## config.mk

```make
export PLATFORM = sky130hd
export DESIGN_NAME = eft_queue
export DESIGN_NICKNAME = d
export VERILOG_FILES = /design/src/hw/rtl/eft_queue.sv
export SDC_FILE = /design/constraint.sdc
export NUM_CORES = 1
export LEC_CHECK = 0
export BUFFER_PORTS_ARGS = -buffer_cell sky130_fd_sc_hd__buf_2
export CAP_MARGIN = 20
export CORE_AREA = 2 2 51 53
export CTS_CLUSTER_DIAMETER = 30
export DETAILED_ROUTE_END_ITERATION = 6
export DIE_AREA = 0 0 53 55
export GPL_ROUTABILITY_DRIVEN = 0
export PLACE_DENSITY = 0.6
export RECOVER_POWER = 25
export SKIP_CTS_REPAIR_TIMING = 1
export SYNTH_ARGS = -nofsm -noshare
export SYNTH_HDL_FRONTEND = slang
export SYNTH_SLANG_ARGS = --single-unit
```

## constraint.sdc

```tcl
create_clock -name clk -period 3.2 [get_ports clk]
set_clock_uncertainty 0.1 [all_clocks]
set_input_delay 0.16 -clock clk [delete_from_list [all_inputs] [get_ports clk]]
set_output_delay 0.16 -clock clk [all_outputs]
set_load 0.01 [all_outputs]
```

## src/hw/rtl/eft_queue.sv

```systemverilog
// Two-entry queue of flat words, used between the parts of the transform.
// Depends on nothing.
`timescale 1ns / 1ps
module eft_queue #(
  parameter int WIDTH = 8
) (
  input  logic             clk,
  input  logic             rst_n,
  input  logic             push,
  input  logic [WIDTH-1:0] din,
  output logic             full,
  input  logic             pop,
  output logic [WIDTH-1:0] dout,
  output logic             empty
);
  logic [WIDTH-1:0] mem_r [2];
  logic [1:0] cnt_r, cnt_nxt;
  logic       wp_r, rp_r;
  logic       do_push, do_pop;

  assign full    = cnt_r == 2'd2;
  assign empty   = cnt_r == 2'd0;
  assign do_push = push && !full;
  assign do_pop  = pop && !empty;
  assign dout    = mem_r[rp_r];

  always_comb begin
    cnt_nxt = cnt_r;
    if (do_push && !do_pop) begin
      cnt_nxt = cnt_r + 2'd1;
    end else if (do_pop && !do_push) begin
      cnt_nxt = cnt_r - 2'd1;
    end
  end

  always_ff @(posedge clk) begin
    if (!rst_n) begin
      cnt_r <= 2'd0;
      wp_r  <= 1'b0;
      rp_r  <= 1'b0;
    end else begin
      cnt_r <= cnt_nxt;
      if (do_push) begin
        wp_r <= !wp_r;
      end
      if (do_pop) begin
        rp_r <= !rp_r;
      end
    end
  end

  always_ff @(posedge clk) begin
    if (do_push) begin
      mem_r[wp_r] <= din;
    end
  end
endmodule

```

### After elaboration in Yosys (flattened, before gate mapping)

Memories as Yosys holds them, arrays and structs flattened. A register that Yosys moved wholly into a read port is not among the register bits.
Index checks and enable logic that the tools add are counted.

* $add $sub $neg: 2
* multipliers: 0
* div/mod/pow operators: 0
* order comparisons: 0
* eq/ne operators: 1
* shift operators: 0
* mux-type cells: 6
* bitwise operators: 0
* reduce and logical (&&, ||, !) cells: 12

Operators by type and width (count)
* $logic_not A1 Y1: 6
* $logic_and A1 B1 Y1: 4
* $mux W1: 4
* $mux W2: 2
* $add A2 B1 Y2 const B: 1
* $eq A2 B2 Y1 const B: 1
* $logic_not A2 Y1: 1
* $reduce_bool A2 Y1: 1
* $sub A2 B1 Y2 const B: 1

* register bits: 4
* bits in latches: 0
* memory bits (writable): 16
* bits in read-only memories: 0
* bits of input ports: 12
* output and inout bits: 10
* word-level logic and storage cells: 25
* memories kept: 1

Memories
* mem_r: depth 2, width 8, rd ports 1, clocked after memory_dff 1, wr ports 1, RTL line 16 `logic [WIDTH-1:0] mem_r [2];`

### Longest topological paths before layout

* depth after elaboration: 7
* depth in mapped cells: 7
* depth with buffers taken out: 7

### Worst setup path after synthesis

OpenSTA, ideal clock, no wires.

* path type: register to register
* start: reg cnt_r[0]
* end: reg cnt_r[1]
* setup time: 0.070 ns
* arrival time: 1.477 ns
* required time: 3.030 ns
* slack: 1.553 ns
* stages on the path, launching flop included: 7
* buffers on the path: 0
* period minus slack after synthesis: 1.647 ns
* cells stage by stage: dfxtp_1 > nand2b_1 > inv_1 > nor2_1 > ha_1 > or3_1 > a21oi_1

* word-level cells in the longest chain between the ends: 6
* elaborated cells between the ends (all ways): 15
* those cells by class: 2 x add/sub; 1 x eq/ne; 2 x mux; 10 x reduce/logical

RTL lines
* start: declaration: RTL line 17 `logic [1:0] cnt_r, cnt_nxt;`
* start signal: assignment: RTL line 42 `cnt_r <= cnt_nxt;`
* $eq A2 B2 Y1 *: RTL line 21 `assign full = cnt_r == 2'd2;`
* net full: RTL line 11 `output logic full,`
* $logic_not A1 Y1 *: RTL line 23 `assign do_push = push && !full;`
* $logic_and A1 B1 Y1 *: RTL line 23
* net do_push: RTL line 19 `logic do_push, do_pop;`
* $logic_not A1 Y1: RTL line 31 `end else if (do_pop && !do_push) begin`
* $logic_and A1 B1 Y1: RTL line 31
* $reduce_bool A2 Y1 (no line)

The timed path passes the listed nets; every way through them passes the cells marked *. The select of a mux whose other input is x is not followed.
A chain may end at the register's enable or synchronous reset.

### Worst setup path after layout

* start: reg cnt_r[0]
* end: reg cnt_r[1]

* word-level cells in the longest chain between the ends: 6
* elaborated cells between the ends (all ways): 15
* those cells by class: 2 x add/sub; 1 x eq/ne; 2 x mux; 10 x reduce/logical

RTL lines (RTL line)
* $eq A2 B2 Y1 *: 21
* $logic_not A1 Y1 *: 23
* $logic_and A1 B1 Y1 *: 23
* net do_push: 19
* $logic_not A1 Y1: 31
* $logic_and A1 B1 Y1: 31
* $reduce_bool A2 Y1 (no line)

Marked as above.

==> summary.txt <==
Floorplan
  – Die H: 55 µm
  – Horiz. Die Dim: 53 µm
  – Core area: 2360 µm²
  – IO Count: 22
  – Die Footprint: 2920 µm²
  – Starting Density: 34.0%
  – Cell row count: 18

Run
  – Max cap viols: 0

Logic synthesis
  – Cells after synthesis: 51
  – Sequential share of the synthesized area: 72.3%
  – EDFF count, synth: 16
  – Synthesized flop and latch total: 21
  – Post-Synthesis Cell Area: 803 µm²
  – Syn Area/Cell: 15.8 µm²
  – Main synth FF type: edfxtp_1
  – Synth cell types: 16
  – Syn nets: 64
  – Async set-or-reset flop fraction in the synthesized netlist: 0%
  – Synth warn: 0

Route
  – Initial DRT Pass Iterations: 4
  – Antenna Nets Post-Route: 0
  – Remaining DRCs: 0
  – Final wirelength: 1240 µm
  – Vias: 503
  – DR WL/cell: 10.9 µm
  – Iteration-0 DRC Markers: 10
  – Via-to-Cell Ratio: 4.41

STA
  – Sum of negative setup slack: 0 ps
  – Max Slew Vio Count: 0
  – Setup violators final: 0
  – Max-slew headroom: 53.6%
  – Tcrit/Tclk final: 52.5%
  – Max Fclk: 595 MHz
  – Slew @ Worst Pin: 692 ps
  – Number of failing hold endpoints at the final stage: 0
  – Tmin final: 1680 ps
  – Final WS setup: 1520 ps
  – RSZ-0062 raised after global routing: no

Global route
  – Largest net degree at the start of global routing: 12
  – Vias in the first global route: 400
  – Initial antenna violation count: 0
  – First-pass GRT wire length: 1760 µm
  – Total track usage: 8.76%
  – Grt ovf: 0

Place
  – Placement Setup Slack: 1520 ps
  – Port buffer count: 21
  – DP Wirelength: 888 µm

Critical path
  – FF-to-FF End: cnt_r[1]
  – WS Path Type: flop to flop
  – Reg2reg start: cnt_r[0]
  – WP data required: 3330 ps
  – CP max FO: 5
  – Worst Path Arrival: 1810 ps
  – Worst setup endpoint: cnt_r[1]
  – Crit. End Element: flop
  – Register-to-Register Path Depth: 6
  – CP Launch Type: flop
  – Reg2Reg Setup Slack: 1520 ps
  – Worst setup path start: cnt_r[0]

Clock network
  – H-tree depth: 1
  – Clock insertion delay at the later pin of the skew report: 290 ps
  – Clock transition at path regs: 100 ps
  – CTS tree: yes
  – CTS Sinks: 21
  – Clk buf depth: 2
  – TritonCTS Buffers: 3
  – Root Driver: clkbuf_4

Finish
  – Area Growth Syn to Fin: 30.8%
  – Register area: 581 µm²
  – Fillers: 232
  – Multi-input logic area: 206 µm²
  – Fin nets: 98
  – Antenna Cells: 0
  – Final Util: 44.4%
  – Layout cell share with drive strength beyond 1: 33.3%

Status
  – Status: completed

Worst hold path
  – Hold Crit Class: input pin to flop
  – Hold depth: 3

Power
  – Power per cell area: 688 nW/µm²
  – Peak supply drop: 0.393 mV
  – Pleak: 0.000412 µW
[Yosys cell counts (2+ instances only)]
| cell type | instances | area [µm²] |
|---|---|---|
| xor2_1 | 3 | 26.3 |
| inv_1 | 3 | 11.3 |
| o21ai_0 | 2 | 10.0 |
| mux2_2 | 8 | 90.1 |
| nor2_1 | 5 | 18.8 |
| dfxtp_1 | 5 | 100 |
| edfxtp_1 | 16 | 480 |
[per-stage QoR]
step           hold WS, ps  power [µW]  instances  instance area (µm²)
5_1_grt                133         774        114                 1050
4_1_cts              -54.3         731        105                  967
6_report               136         724        114                 1050
3_3_place_gp           250         606        101                  941
2_1_floorplan          159         534         51                  803
3_5_place_dp           256         608        101                  941
[final cells by class]
cell class | count | area share, %
Tap cell | 30 | 3.57
Timing Repair Buffer | 30 | 18.0
Sequential cell | 21 | 55.2
Inverter | 3 | 1.07
Multi-Input combinational cell | 26 | 19.6
Clock buffer | 4 | 2.50
[power by group]
group          total (µW)  switching [µW]  internal, µW
sequential            383            34.9           348
clock                 118            69.9          48.4
combinational         222             109           113
[worst max-delay path, stage by stage, from the launching register on]
cell and delay (ps):
dfxtp_1 360, nand2b_1 180, inv_1 110, nor2_1 50, ha_1 320, or3_1 370
a21oi_1 130
[sequential cells by signal (all words and copies together) (netlist names), named ones only]
name	count
mem_r	16
cnt_r	2
rp_r	1
wp_r	1
[layer usage]
layer  wire length [µm]  part of all wire (%)  global-route usage, %
met1                542                    44                   8.98
met2                625                    50                   16.7
met3                 70                   5.6                   3.23
met4                  0                     0                   2.56
met5                  0                     0                      0
[logic make-up (layout without fill, tap and decap cells)]
family          count (synthesis)  count (layout)  share of synthesized area (%)
simple gates                    9               9                           5.92
xor+xnor                        3               3                           3.27
buf+inv                         4              37                           2.02
mux                             8               8                           11.2
compound gates                  5               5                           3.74
fa+ha+maj                       1               1                           1.56
flops                          21              21                           72.3
[worst min path at each step]
| stage | from | endpoint | slack [ps] |
|---|---|---|---|
| 2_1_floorplan | din[0] | mem_r[0][0] | 160 |
| 3_3_place_gp | din[1] | mem_r[1][1] | 250 |
| 3_5_place_dp | din[1] | mem_r[1][1] | 260 |
| 4_1_cts | din[1] | mem_r[1][1] | -50 |
| 5_1_grt | push | wp_r | 130 |
| 6_report | push | wp_r | 140 |
[layout by cell type (no fill, tap or decap), drive strengths merged]
master	synthesis	routed
xor2	3	3
mux2	8	8
a21boi	1	1
nor2	5	5
buf	1	16
inv	3	3
dfxtp	5	5
or3	1	1
nor3	1	1
clkbuf	0	9
and3	1	1
edfxtp	16	16
nand2b	1	1
dlygate4sd3	0	9
o21ai	2	2
ha	1	1
a21oi	1	1
o21a	1	1
Power figures use the tool's default switching activity.
