--- src/hw/rtl/eft_pkg.sv ---
// Package for the Euler frame change transform: codes, state and step types,
// default widths and the constants of the sine and cosine series.
// No dependencies.
`timescale 1ns / 1ps
package eft_pkg;

  // Default widths handed to the top level parameters
  localparam int COORD_WIDTH_DEF    = 32;
  localparam int ANGLE_WIDTH_DEF    = 16;
  localparam int COEF_FRAC_BITS_DEF = 16;

  // Height offset register, Q16.16 metres (0.4 m after reset)
  localparam logic [31:0] HEIGHT_OFFSET_RST = 32'd26214;

  // Item modes
  localparam logic [1:0] MODE_POSE = 2'd0;
  localparam logic [1:0] MODE_VEL  = 2'd1;
  localparam logic [1:0] MODE_TPOS = 2'd2;
  localparam logic [1:0] MODE_TVEL = 2'd3;

  // Result kinds
  localparam logic KIND_POS = 1'b0;
  localparam logic KIND_VEL = 1'b1;

  // Q30 constants of the series
  localparam logic [31:0] PI_Q30  = 32'd3373259426;
  localparam logic [30:0] ONE_Q30 = 31'h4000_0000;

  // Reciprocals for exact floor division of values below 2^30:
  // ceil(2^(30+l) / d) with l = ceil(log2(d))
  localparam logic [30:0] RCP_DIV42 = 31'(((64'd1 << 36) + 64'd41) / 64'd42);
  localparam logic [30:0] RCP_DIV20 = 31'(((64'd1 << 35) + 64'd19) / 64'd20);
  localparam logic [30:0] RCP_DIV6  = 31'(((64'd1 << 33) + 64'd5) / 64'd6);
  localparam logic [30:0] RCP_DIV56 = 31'(((64'd1 << 36) + 64'd55) / 64'd56);
  localparam logic [30:0] RCP_DIV30 = 31'(((64'd1 << 35) + 64'd29) / 64'd30);
  localparam logic [30:0] RCP_DIV12 = 31'(((64'd1 << 34) + 64'd11) / 64'd12);
  localparam logic [30:0] RCP_DIV2  = 31'(((64'd1 << 31) + 64'd1) / 64'd2);

  typedef enum logic [3:0] {
    BK_IDLE,
    BK_TRIG_SET,
    BK_TRIG_MUL,
    BK_TRIG_POST,
    BK_TRIG_DONE,
    BK_MAT_MUL,
    BK_MAT_POST,
    BK_XF_MUL,
    BK_XF_POST,
    BK_XF_RND,
    BK_EMIT
  } back_state_t;

  // Steps of the sine and cosine series, one multiply each
  typedef enum logic [3:0] {
    TS_X, TS_X2, TS_S1, TS_S1W, TS_S2, TS_S2W, TS_S3, TS_SIN,
    TS_C1, TS_C1W, TS_C2, TS_C2W, TS_C3, TS_C3W, TS_C4
  } trig_step_t;

  typedef enum logic [2:0] {
    CS_SPH, CS_CPH, CS_STH, CS_CTH, CS_SPS, CS_CPS, CS_A, CS_B
  } coef_sel_t;

  typedef enum logic [1:0] {MD_A, MD_B, MD_ACC, MD_ROT} mat_dst_t;
  typedef enum logic [1:0] {MM_SET, MM_ADD, MM_SUB} mat_mode_t;

  typedef struct packed {
    coef_sel_t  sel_a;
    coef_sel_t  sel_b;
    mat_dst_t   dst;
    logic [3:0] rot_idx;
    mat_mode_t  mode;
  } mat_op_t;

  localparam logic [3:0] MAT_LAST = 4'd13;

  // Matrix build program: one rounded product per step
  function automatic mat_op_t mat_prog(input logic [3:0] step);
    mat_op_t op;
    op = '{sel_a: CS_CPS, sel_b: CS_STH, dst: MD_A, rot_idx: 4'd0, mode: MM_SET};
    case (step)
      4'd0:  op = '{CS_CPS, CS_STH, MD_A,   4'd0, MM_SET};
      4'd1:  op = '{CS_SPS, CS_STH, MD_B,   4'd0, MM_SET};
      4'd2:  op = '{CS_CPS, CS_CTH, MD_ROT, 4'd0, MM_SET};
      4'd3:  op = '{CS_A,   CS_SPH, MD_ACC, 4'd0, MM_SET};
      4'd4:  op = '{CS_SPS, CS_CPH, MD_ROT, 4'd1, MM_SUB};
      4'd5:  op = '{CS_A,   CS_CPH, MD_ACC, 4'd0, MM_SET};
      4'd6:  op = '{CS_SPS, CS_SPH, MD_ROT, 4'd2, MM_ADD};
      4'd7:  op = '{CS_SPS, CS_CTH, MD_ROT, 4'd3, MM_SET};
      4'd8:  op = '{CS_B,   CS_SPH, MD_ACC, 4'd0, MM_SET};
      4'd9:  op = '{CS_CPS, CS_CPH, MD_ROT, 4'd4, MM_ADD};
      4'd10: op = '{CS_B,   CS_CPH, MD_ACC, 4'd0, MM_SET};
      4'd11: op = '{CS_CPS, CS_SPH, MD_ROT, 4'd5, MM_SUB};
      4'd12: op = '{CS_CTH, CS_SPH, MD_ROT, 4'd7, MM_SET};
      4'd13: op = '{CS_CTH, CS_CPH, MD_ROT, 4'd8, MM_SET};
      default: op = '{CS_CPS, CS_STH, MD_A, 4'd0, MM_SET};
    endcase
    return op;
  endfunction

endpackage

--- src/hw/rtl/eft_queue.sv ---
// Two-entry queue of flat words, used between the parts of the transform.
// Depends on nothing.
`timescale 1ns / 1ps
module eft_queue #(
  parameter int WIDTH = 8
) (
  input  logic             clk,
  input  logic             rst_n,
  input  logic             push,
  input  logic [WIDTH-1:0] din,
  output logic             full,
  input  logic             pop,
  output logic [WIDTH-1:0] dout,
  output logic             empty
);
  logic [WIDTH-1:0] mem_r [2];
  logic [1:0] cnt_r, cnt_nxt;
  logic       wp_r, rp_r;
  logic       do_push, do_pop;

  assign full    = cnt_r == 2'd2;
  assign empty   = cnt_r == 2'd0;
  assign do_push = push && !full;
  assign do_pop  = pop && !empty;
  assign dout    = mem_r[rp_r];

  always_comb begin
    cnt_nxt = cnt_r;
    if (do_push && !do_pop) begin
      cnt_nxt = cnt_r + 2'd1;
    end else if (do_pop && !do_push) begin
      cnt_nxt = cnt_r - 2'd1;
    end
  end

  always_ff @(posedge clk) begin
    if (!rst_n) begin
      cnt_r <= 2'd0;
      wp_r  <= 1'b0;
      rp_r  <= 1'b0;
    end else begin
      cnt_r <= cnt_nxt;
      if (do_push) begin
        wp_r <= !wp_r;
      end
      if (do_pop) begin
        rp_r <= !rp_r;
      end
    end
  end

  always_ff @(posedge clk) begin
    if (do_push) begin
      mem_r[wp_r] <= din;
    end
  end
endmodule

--- src/hw/rtl/eft_front.sv ---
// Front part: holds the height offset register, accepts items, applies the
// offset to target positions and queues items for the back part.
// Depends on eft_pkg and eft_queue.
`timescale 1ns / 1ps
module eft_front
  import eft_pkg::*;
#(
  parameter int COORD_WIDTH = COORD_WIDTH_DEF,
  parameter int ANGLE_WIDTH = ANGLE_WIDTH_DEF
) (
  input  logic                   clk,
  input  logic                   rst_n,
  input  logic                   cfg_valid,
  input  logic [31:0]            cfg_data,
  input  logic                   in_push,
  output logic                   in_full,
  input  logic [1:0]             in_mode,
  input  logic [COORD_WIDTH-1:0] in_vec_x,
  input  logic [COORD_WIDTH-1:0] in_vec_y,
  input  logic [COORD_WIDTH-1:0] in_vec_z,
  input  logic [ANGLE_WIDTH-1:0] in_roll_angle,
  input  logic [ANGLE_WIDTH-1:0] in_pitch_angle,
  input  logic [ANGLE_WIDTH-1:0] in_yaw_angle,
  output logic                   item_valid,
  input  logic                   item_take,
  output logic [1:0]             item_mode,
  output logic [COORD_WIDTH-1:0] item_x,
  output logic [COORD_WIDTH-1:0] item_y,
  output logic [((COORD_WIDTH > 32) ? COORD_WIDTH : 32):0] item_z,
  output logic [ANGLE_WIDTH-1:0] item_roll,
  output logic [ANGLE_WIDTH-1:0] item_pitch,
  output logic [ANGLE_WIDTH-1:0] item_yaw
);
  localparam int CW = COORD_WIDTH;
  localparam int AW = ANGLE_WIDTH;
  localparam int ZW = ((CW > 32) ? CW : 32) + 1;
  localparam int IW = 2 + 2 * CW + ZW + 3 * AW;

  logic [31:0]          ho_r;
  logic signed [ZW-1:0] z_ext, ho_ext, z_adj;
  logic [IW-1:0]        din, dout;
  logic                 q_empty;

  always_ff @(posedge clk) begin
    if (!rst_n) begin
      ho_r <= HEIGHT_OFFSET_RST;
    end else if (cfg_valid) begin
      ho_r <= cfg_data;
    end
  end

  // Target positions carry the height offset on z
  assign z_ext  = $signed({{(ZW - CW){in_vec_z[CW-1]}}, in_vec_z});
  assign ho_ext = $signed({{(ZW - 32){ho_r[31]}}, ho_r});
  assign z_adj  = (in_mode == MODE_TPOS) ? z_ext + ho_ext : z_ext;

  assign din = {in_mode, in_vec_x, in_vec_y, z_adj,
                in_roll_angle, in_pitch_angle, in_yaw_angle};

  eft_queue #(.WIDTH(IW)) u_itemq (
    .clk   (clk),
    .rst_n (rst_n),
    .push  (in_push),
    .din   (din),
    .full  (in_full),
    .pop   (item_take),
    .dout  (dout),
    .empty (q_empty)
  );

  assign item_valid = !q_empty;
  assign {item_mode, item_x, item_y, item_z, item_roll, item_pitch, item_yaw} = dout;
endmodule

--- config.mk ---
export PLATFORM = sky130hd
export DESIGN_NAME = eft_front
export DESIGN_NICKNAME = d
export VERILOG_FILES = /design/src/hw/rtl/eft_pkg.sv /design/src/hw/rtl/eft_queue.sv /design/src/hw/rtl/eft_front.sv
export SDC_FILE = /design/constraint.sdc
export NUM_CORES = 1
export LEC_CHECK = 0
export BUFFER_PORTS_ARGS = -buffer_cell sky130_fd_sc_hd__buf_2
export CORE_MARGIN = 2
export CORE_UTILIZATION = 45
export DETAILED_ROUTE_END_ITERATION = 10
export PLACE_DENSITY = 0.69
export SLEW_MARGIN = 25
export SYNTH_ARGS = -nofsm -noshare
export SYNTH_HDL_FRONTEND = slang
export SYNTH_SLANG_ARGS = --single-unit
--- constraint.sdc ---
create_clock -name clk -period 17.3 [get_ports clk]
set_clock_uncertainty 0.2 [all_clocks]
set_input_delay 3.46 -clock clk [delete_from_list [all_inputs] [get_ports clk]]
set_output_delay 3.46 -clock clk [all_outputs]
set_load 0.005 [all_outputs]
Word-level counts from Yosys, hierarchy flattened

Memories as Yosys holds them, arrays and structs flattened. A register that Yosys moved wholly into a read port is not among the register bits.
Cells that the tools add are included.

Register bits after elaboration: 36
Bits in writable memories: 294
Bits of input ports: 183
Output and inout port bits: 149
Logic and storage cells: 29
Memories kept: 1

Memory list:

| name          | words | bits a word | read ports | clocked after memory_dff | wr ports | line            | source |
|---|---|---|---|---|---|---|---|
| u_itemq.mem_r | 2     | 147         | 1          | 1                        | 1        | eft_queue.sv:16 | `logic [WIDTH-1:0] mem_r [2];` |

Add/sub/neg operators: 3
Equality and inequality tests: 2
Mux-type cells: 7
Reduce and logical (&&, ||, !) cells: 12

Operators by type and width:

| operator                                                            | number |
|---|---|
| 32-bit by 32-bit adder with 33-bit output                           | 1 |
| 33-bit two-way mux                                                  | 1 |
| 1-bit logical NOT                                                   | 6 |
| 2-bit == test (second input constant)                               | 2 |
| 1-bit logical AND                                                   | 4 |
| 1-bit two-way mux                                                   | 4 |
| 2-bit two-way mux                                                   | 2 |
| 2-bit by 1-bit adder with 2-bit output (second input constant)      | 1 |
| 2-bit logical NOT                                                   | 1 |
| 2-bit nonzero test                                                  | 1 |
| 2-bit by 1-bit subtractor with 2-bit output (second input constant) | 1 |

Logic depth before layout (Yosys ltp)

Gate-level depths: netlist of run 1.

Depth in word-level cells: 7
Depth in mapped cells: 9
Depth with buffers taken out: 9

By module

From an unflattened synthesis of run 1, not the netlist that was laid out.

Cells, all modules: 911
Area, all modules: 14148.6 um2

Modules (own cells, without submodules):

| module    | instances | cells an instance | area an instance (um2) | sequential area each (um2) |
|---|---|---|---|---|
| eft_queue | 1         | 482               | 10884.2                | 8928.6 |
| eft_front | 1         | 429               | 3264.4                 | 640.6 |

Worst setup path before layout of run 1

OpenSTA, ideal clock, no wires.

Path kind: input-to-reg
Start: input in_push
End: memory u_itemq.mem_r[0][0] (netlist bit) (enable)
Setup time: 0.656 ns
Arrival: 9.660 ns
Required time: 16.444 ns
Slack: 6.783 ns
Stages on the path: 2
Buffers on the path: 0
Cell sequence: nand2_1 nor2_1

Cells in the longest elaborated chain, start to end: 3

RTL lines:

| what                                    | line            | source |
|---|---|---|
| start, declared                         | eft_front.sv:15 | `input logic in_push,` |
| 1-bit logical AND                       | eft_queue.sv:23 | `assign do_push = push && !full;` |
| 1-bit two-way mux                       | eft_queue.sv:53 | `if (do_push) begin` |
| 1-bit two-way mux (not written as such) | eft_queue.sv:54 | `mem_r[wp_r] <= din;` |
| end, declared                           | eft_queue.sv:16 |  |

No other way between the ends.

==> flow_summary.ini, run 1 <==
[setup_path]
worstSetupEndpointType = output port
r2r_setup_slack_ns = 14.24
worstPathCellList = buf_6, mux2_2, buf_2
critPathKind = reg -> out
cp_slowest_cell = buf_6
r2r_cells = 9
path_buf_inv = 2
timing.rr.start = ho_r[0]
path_delay_family = buffers and inverters
cp.required_ns = 13.64
critPathMaxStageDelay_ns = 0.63
worstSetupPathDepth = 3
regToRegEndpoint = u_itemq.mem_r[1][72]
crit_arrival_ns = 2.32
cp-endpoint = item_z[0]
path_max_fanout = 78
start_kind = flop

[route]
via_per_inst = 5.272
drt_iter0_markers = 536
wl_um = 32240
num_vias = 8973
drtAntennaViolNets = 0
avgRoutedWirePerCell_um = 18.94
drc = 0
dr.pass1.iters = 5

[synthesis]
synthSimpleGateAreaFrac_pct = 5.733
yosysTopAreaCell = edfxtp_1
synth.avg_cell_area_um2 = 15.12
synth_area_leaders = edfxtp_1 62%, mux2_2 12%, dfxtp_1 5.2%, ha_1 2.9%, mux2i_1 2.3%
synth_fa_ha_area_share_pct = 3.052
synth_edf_count = 294
ys_seq_area_share_pct = 67.45
synthXorXnorAreaFrac_pct = 1.790
synthCells = 938
synthDistinctLibCells = 59
synth_top_family_by_area = multiplexers
synth_compound_area_share_pct = 6.597
synthMuxAreaShare_pct = 14.00
ys_ff_latch = 331
synthesis.area_um2 = 14190
yosys_warnings = 0
synth_top_cell_area_share_pct = 62.23
async_reset_ff_share_pct = 0
synth_top_flop_cell = edfxtp_1
syn_nets = 1155

[sta]
tightestPinTransition_ns = 0.9740
final.period_utilization_pct = 34.59
finalHoldViolCount = 0
rsz0062_at_grt = false
fmax_ghz = 0.1671
fin_setup_tns_ns = 0
maxSlewViolCount = 0
finalSetupViolations = 0
max_slew_margin_pct = 35.07
fin_crit_ns = 5.983

[floorplanning]
initial_core_util_pct = 45.31
fp.dieW_um = 181.6
row_count = 65
core_um2 = 31310
pin_count = 332
die_h_um = 181.6
die_area_um2 = 32960

[layout]
drive_gt1_share_pct = 42.34
final_cell_mix = 331 x buf_2, 294 x edfxtp_1, 147 x mux2_2
layout_commonest_cell = buf_2
final_nets = 1492
layoutNonFillerInstCount = 1702
areaGrowthSynthToFinish_pct = 22.29

[grt]
grt_pass1_wl_um = 48240
antenna_found_initial = 3
grt_pass1_vias = 8746
grt_usage_pct = 18.76
grt_max_degree = 79
overflow = 0

[worst_hold_path]
min-delay-start = ho_r[10]
hp-class = reg -> reg

[clock_tree]
root_buffer = clkbuf_16
post_cts_buffers = 0
clk_latency_ns = 0.50
cts_resized = 0
hold_buffers = 0
cts_tree = done
htreeDepth = 2
cts_buffers = 36
cts.sinks = 331
clk_path_buf_depth = 3
clkTransAtPathRegs_ns = 0.06

[power]
p_leak_uw = 0.006774
p_int_uw = 1636
power.density_nw_per_um2 = 128.5
p_sw_share_pct = 26.58
pwr-share-comb_pct = 23.5
netSwitchingPower_uw = 592.4
seqPwrFrac_pct = 45.8
p_clk_share_pct = 30.7
ir_drop_v = 0.00008588

[place]
hpwlAfterDp_um = 22260
port_buffers = 331
gp_congestion = 0.8656
dp.cells = 1638

[job]
drv_cap = 0

[status]
status = finished, final reports clean
[synthesized netlist by cell type, types with 4 or more instances]
cell type	count
a211o_1	4
a211oi_1	6
a21o_1	11
a21oi_1	35
a31oi_1	7
and2_1	6
and3_1	6
clkbuf_1	34
dfxtp_1	37
edfxtp_1	294
ha_1	33
inv_1	11
mux2_2	147
mux2i_1	33
nand2_1	74
nand2b_1	4
nand3_1	10
nand4_1	4
nor2_1	20
nor2b_1	27
nor3_1	5
o211ai_1	4
o21a_1	5
o21ai_0	29
o21ai_1	15
xnor2_1	12
xor2_1	17
[worst min-delay path: stages, from the launching register on]
cell and delay [ns]:
dfxtp_1 0.33, mux2i_1 0.07, nand2_1 0.06
[power by group through the flow]
stage,clock network (uW),registers [uW],logic (uW)
after global routing,733,1030,571
after global placement,0,1050,504
final,684,1020,524
after CTS,705,1040,511
after detailed placement,0,1050,508
after floorplan,0,1040,320
[metrics by stage]
stage	hold slack (ns)	setup slack [ns]	power [uW]	utilization, %	area, um2
after detailed placement	0.2654	10.97	1562	51.94	16260
after global placement	0.2602	11.01	1552	51.94	16260
after floorplan	0.2460	6.783	1360	-	14190
after global routing	0.3108	11.19	2333	55.40	17350
final	0.2822	11.32	2228	55.40	17350
after CTS	0.2810	10.46	2254	55.30	17310
[worst min path at each step]
stage	endpoint	cells after the start
floorplan	ho_r[10]	2
global route	ho_r[10]	2
detailed placement	ho_r[2]	2
global placement	ho_r[13]	2
finish	ho_r[10]	2
CTS	ho_r[2]	2
[logic make-up (layout without fill, tap and decap cells)]
logic type,Yosys count,after routing
flops,331,331
mux,180,180
simple gates,169,169
compound gates,144,144
buf+inv,51,412
fa+ha+maj,34,34
xor+xnor,29,29
other cells,0,1
[area by class of cell]
type                    instances  area, um2
clock inverters                14      85.08
repair buffers                339       1740
flip-flops and latches        331       9573
diodes                          1      2.502
fillers                      2585      13960
well taps                     402      503.0
multi-input cells             556       4437
clock buffers                  48      965.9
inverters                      11      41.29
[state kept, by name (all words and copies together) (netlist names), named ones only]
signal and count:
ho_r 32, u_itemq.cnt_r 2, u_itemq.mem_r 294, u_itemq.rp_r 1, u_itemq.wp_r 1
[per-layer routing]
layer  vias up  global-route usage, %  wire length, um  share of wire, %
met2       350                  32.14            15670                49
met3        45                  5.455             2758               8.6
met1      4313                  23.57            13290                41
li1       4261                      -                -                 -
met4         4                  4.423              505               1.6
met5         -                      0               23             0.071
Power figures use the tool's default switching activity.
==> inputs of run 2 (changes only) <==
Clock period 17.3 ns to 6.2 ns, I/O delays scaled along.
==> run 2 against run 1 <==
Against the previous run:
- core utilization rose by 0.29 points
- largest power group unchanged
- non-clock buffer count decreased by 1
- count of clock-buffer cells in the layout fell by 2
- combinational power grew to 2.7 times the previous value
- highest routed layer unchanged
- worst hold slack improved by 0.0018 ns
- critical path type unchanged
==> flow_summary.ini, run 2 (synthesis gave the netlist of run 1 again) <==
[setup_path]
path_buf_inv = 2
critPathKind = reg -> out
path_max_fanout = 61
regToRegEndpoint = u_itemq.mem_r[0][78]
r2r_setup_slack_ns = 3.13
r2r_cells = 9
crit_arrival_ns = 2.67
start_kind = flop
critPathMaxStageDelay_ns = 0.88
cp.required_ns = 4.76
worstSetupPathDepth = 3
path_delay_family = flip-flops
cp_slowest_cell = dfxtp_4
timing.rr.start = ho_r[0]
worstSetupEndpointType = output port
worstPathCellList = buf_4, mux2_2, buf_2

[floorplanning]
row_count = 65
fp.dieW_um = 181.6
die_h_um = 181.6
pin_count = 332
initial_core_util_pct = 45.31
die_area_um2 = 32960
core_um2 = 31310

[clock_tree]
hold_buffers = 0
clk_latency_ns = 0.51
clkTransAtPathRegs_ns = 0.06
cts_tree = done
root_buffer = clkbuf_16
htreeDepth = 2
clk_path_buf_depth = 3
post_cts_buffers = 0
cts_buffers = 35
cts_resized = 0
cts.sinks = 331

[place]
port_buffers = 331
place_area_um2 = 16290
gp_congestion = 0.8956
dp_slack_ns = 2.108
hpwlAfterDp_um = 22490

[sta]
rsz0062_at_grt = false
maxSlewViolCount = 0
postLayoutSetupSlackWorst_ns = 2.095
final.period_utilization_pct = 66.21
fin_crit_ns = 4.105
finalHoldViolCount = 0
finalSetupViolations = 0
fmax_ghz = 0.2436
fin_setup_tns_ns = 0
tightestPinTransition_ns = 0.9297
max_slew_margin_pct = 38.02

[power]
power.density_nw_per_um2 = 365.8
ir_drop_v = 0.0002599
p_leak_uw = 0.006819
p_clk_share_pct = 32.3
seqPwrFrac_pct = 45.2
p_sw_share_pct = 26.40
pwr-share-comb_pct = 22.5
p_int_uw = 4695
netSwitchingPower_uw = 1684

[layout]
final_cell_mix = 330 x buf_2, 294 x edfxtp_1, 147 x mux2_2
regMostFlops = u_itemq.mem_r
fin_area_um2 = 17440
areaGrowthSynthToFinish_pct = 22.93
drive_gt1_share_pct = 42.65
fill_cells = 2569
largest_register_ffs = 294
layout_commonest_cell = buf_2
multi_input_area_um2 = 4437
final_nets = 1490
register_area_um2 = 9573
reg_top3 = u_itemq.mem_r: 294 flops, ho_r: 32 flops, u_itemq.cnt_r: 2 flops

[route]
num_vias = 8919
dr.pass1.iters = 5
drt_iter0_markers = 568
via_per_inst = 5.237
drc = 0
drtAntennaViolNets = 0
avgRoutedWirePerCell_um = 19.15
wl_um = 32610

[job]
drv_cap = 0

[grt]
grt_max_degree = 119
antenna_found_initial = 5
grt_pass1_wl_um = 49420
grt_usage_pct = 19.33
overflow = 0
grt_pass1_vias = 8872

[worst_hold_path]
worstHoldEndpoint = ho_r[5]
min-delay-start = ho_r[5]
hold_depth = 2
hp-class = reg -> reg

[status]
status = finished, final reports clean
[run 2: cell type report]
| class | count | share of cell area (%) |
|---|---|---|
| tap | 402 | 2.884 |
| inverter | 11 | 0.2368 |
| sequential | 331 | 54.89 |
| clock buffer | 46 | 5.560 |
| antenna | 2 | 0.02870 |
| multi-input combinational | 556 | 25.44 |
| timing repair buffer | 338 | 9.958 |
| clock inverter | 17 | 0.9973 |
[run 2: how the worst max path moves through the flow]
stage / from / endpoint / slack, ns
finish: flop / item_pitch[15] / 2.09
global route: flop / item_x[20] / 1.92
CTS: flop / item_pitch[10] / 2.02
detailed placement: in_vec_z[0] / u_itemq.mem_r[0][72] / 2.11
global placement: in_vec_z[0] / u_itemq.mem_r[0][72] / 2.12
floorplan: in_push / u_itemq.mem_r[0][0] / 0.40
[run 2: worst reg2reg max path: stages, from the launching register on]
cell      delay, ns
dfxtp_1        0.32
ha_1           0.22
fa_1           0.42
a21oi_1        0.25
o21ai_1        0.16
a221oi_4       0.41
o21ai_2        0.19
a211oi_1       0.36
xor2_1         0.18
o21ai_1        0.09
[run 2: layer usage]
layer	global-route usage [%]	up-vias	routed length [um]
met5	0	-	24
met4	5.463	4	794
met3	5.415	60	2725
met2	32.63	348	15650
met1	24.44	4244	13420
li1	-	4263	-
[run 2: power groups by stage]
stage / Combinational, uW / Clock, uW / Sequential, uW
2_1_floorplan: 892 / 0 / 2880
6_report: 1430 / 2060 / 2880
3_5_place_dp: 1450 / 0 / 2930
3_3_place_gp: 1440 / 0 / 2910
5_1_grt: 1560 / 2200 / 2910
4_1_cts: 1460 / 2110 / 2890
[run 2: through the flow]
stage | power (uW) | instances | hold slack, ns | util [%]
after global placement | 4356 | 1638 | 0.2674 | 52.02
after detailed placement | 4379 | 1638 | 0.2697 | 52.02
final | 6379 | 1703 | 0.2840 | 55.70
after global routing | 6671 | 1701 | 0.3239 | 55.68
after floorplan | 3775 | 938 | 0.2460 | -
after CTS | 6457 | 1701 | 0.2852 | 55.67
==> inputs of run 3 (changes only) <==
Settings changed: PLACE_DENSITY 0.69 to 0.71.
Clock period 6.2 ns to 3.29 ns, I/O delays scaled along.
==> run 3 against run 2 <==
Against the previous run:
- count of clock-buffer cells in the layout is the same
- sequential share of layout area decreased by 0.77 points
- combinational power is 100% higher
- setup slack lost 1.7 ns
- register-to-register slack got worse by 2.7 ns
- die area is the same
- final cell count is 1.5% higher
==> flow_summary.ini, run 3 (synthesis gave the netlist of run 1 again) <==
[status]
status = finished, final reports clean

[place]
dp.cells = 1660
hpwlAfterDp_um = 22620
port_buffers = 331
gp_congestion = 0.9131

[sta]
tightestPinTransition_ns = 0.7105
fin_crit_ns = 2.907
finalSetupViolations = 0
max_slew_margin_pct = 52.63
final.period_utilization_pct = 88.36
fin_setup_tns_ns = 0
finalHoldViolCount = 0
maxSlewViolCount = 0
fmax_ghz = 0.3440
rsz0062_at_grt = false

[floorplanning]
initial_core_util_pct = 45.31
pin_count = 332
die_h_um = 181.6
fp.dieW_um = 181.6
row_count = 65
die_area_um2 = 32960
core_um2 = 31310

[worst_hold_path]
hold_depth = 1
worstHoldEndpoint = u_itemq.mem_r[0][121]
hp-class = in -> reg
min-delay-start = in_vec_x[8]

[layout]
regMostFlops = u_itemq.mem_r
layoutNonFillerInstCount = 1729
layout_commonest_cell = buf_2
reg_top3 = u_itemq.mem_r: 294 flops, ho_r: 32 flops, u_itemq.cnt_r: 2 flops
final_nets = 1513
drive_gt1_share_pct = 43.24
final_cell_mix = 331 x buf_2, 294 x edfxtp_1, 147 x mux2_2
largest_register_ffs = 294
areaGrowthSynthToFinish_pct = 24.68

[setup_path]
r2r_setup_slack_ns = 0.38
cp.required_ns = 3.33
worstSetupEndpointType = flop
crit_arrival_ns = 2.94
path_max_fanout = 4
r2r_cells = 9
critPathKind = reg -> reg
start_kind = flop
timing.rr.start = ho_r[0]
regToRegEndpoint = u_itemq.mem_r[1][72]

[clock_tree]
htreeDepth = 2
hold_buffers = 0
clk_path_buf_depth = 3
cts_buffers = 36
cts_tree = done
cts_resized = 0
clkTransAtPathRegs_ns = 0.06
cts.sinks = 331
root_buffer = clkbuf_16
clk_latency_ns = 0.50
post_cts_buffers = 0

[route]
avgRoutedWirePerCell_um = 18.81
drtAntennaViolNets = 0
dr.pass1.iters = 5
via_per_inst = 5.253
wl_um = 32530
drc = 0
drt_iter0_markers = 480
num_vias = 9083

[power]
power.density_nw_per_um2 = 684.9
total_power_uw = 12110
ir_drop_v = 0.0004306
p_leak_uw = 0.006937

[job]
drv_cap = 0

[grt]
grt_max_degree = 76
grt_pass1_wl_um = 49130
overflow = 0
grt_pass1_vias = 8982
antenna_found_initial = 7
grt_usage_pct = 19.10
## run 3: cell types whose count changed in the layout (fill, tap and decap cells not counted), moves of 2 or more
cell and change:
clkinv_1 +5, clkinv_2 -5, clkbuf_1 +2, buf_4 +16
buf_12 +5, diode_2 +2
## run 3: how the worst max path moves through the flow
| stage | startpoint | endpoint | slack (ns) | depth (start not counted) |
|---|---|---|---|---|
| after CTS | ho_r[0] | u_itemq.mem_r[1][72] | 0.38 | 9 |
| after detailed placement | in_vec_z[0] | u_itemq.mem_r[0][72] | -0.12 | 10 |
| after global routing | ho_r[0] | u_itemq.mem_r[1][80] | 0.20 | 10 |
| after floorplan | in_push | u_itemq.mem_r[0][0] | -0.22 | 2 |
| final | ho_r[0] | u_itemq.mem_r[1][72] | 0.38 | 9 |
| after global placement | in_vec_z[0] | u_itemq.mem_r[0][72] | -0.06 | 10 |
## run 3: routing by layer
layer / GRT usage [%] / wire length (um)
met5: 0 / 42
met1: 24.05 / 13600
met4: 5.431 / 732
met2: 32.35 / 15530
met3: 5.355 / 2620
## run 3: worst max-delay path: stages (launching register included)
cell and delay (ns):
dfxtp_1 0.31, ha_1 0.21, fa_1 0.39, a21oi_1 0.21
o21ai_1 0.14, a221oi_4 0.35, a21oi_1 0.27, a31oi_1 0.28
xor2_1 0.18, o21ai_1 0.09
## run 3: layout make-up
cell class / count / area (um2)
inverters: 11 / 41.29
repair buffers: 360 / 1962
flip-flops and latches: 331 / 9573
fillers: 2549 / 13620
clock buffers: 46 / 938.4
multi-input cells: 556 / 4453
diodes: 4 / 10.01
clock inverters: 19 / 206.4
well taps: 402 / 503.0
## run 3: where the power goes
group / total (uW) / switching, uW / leakage, uW / internal [uW]
clock: 3880 / 1540 / 0.000552 / 2340
sequential: 5350 / 156 / 0.00306 / 5200
combinational: 2880 / 1480 / 0.00333 / 1400
total: 12100 / 3180 / 0.00694 / 8930
## run 3: metrics by stage
| step | worst slack [ns] | hold slack, ns | util, % | instance area, um2 |
|---|---|---|---|---|
| 3_5_place_dp | -0.1158 | 0.2746 | 52.80 | 16530 |
| 6_report | 0.3830 | 0.1385 | 56.49 | 17690 |
| 2_1_floorplan | -0.2172 | 0.2460 | - | 14210 |
| 5_1_grt | 0.1956 | 0.1054 | 56.48 | 17680 |
| 3_3_place_gp | -0.05555 | 0.2670 | 52.80 | 16530 |
| 4_1_cts | 0.3844 | 0.1114 | 56.46 | 17680 |
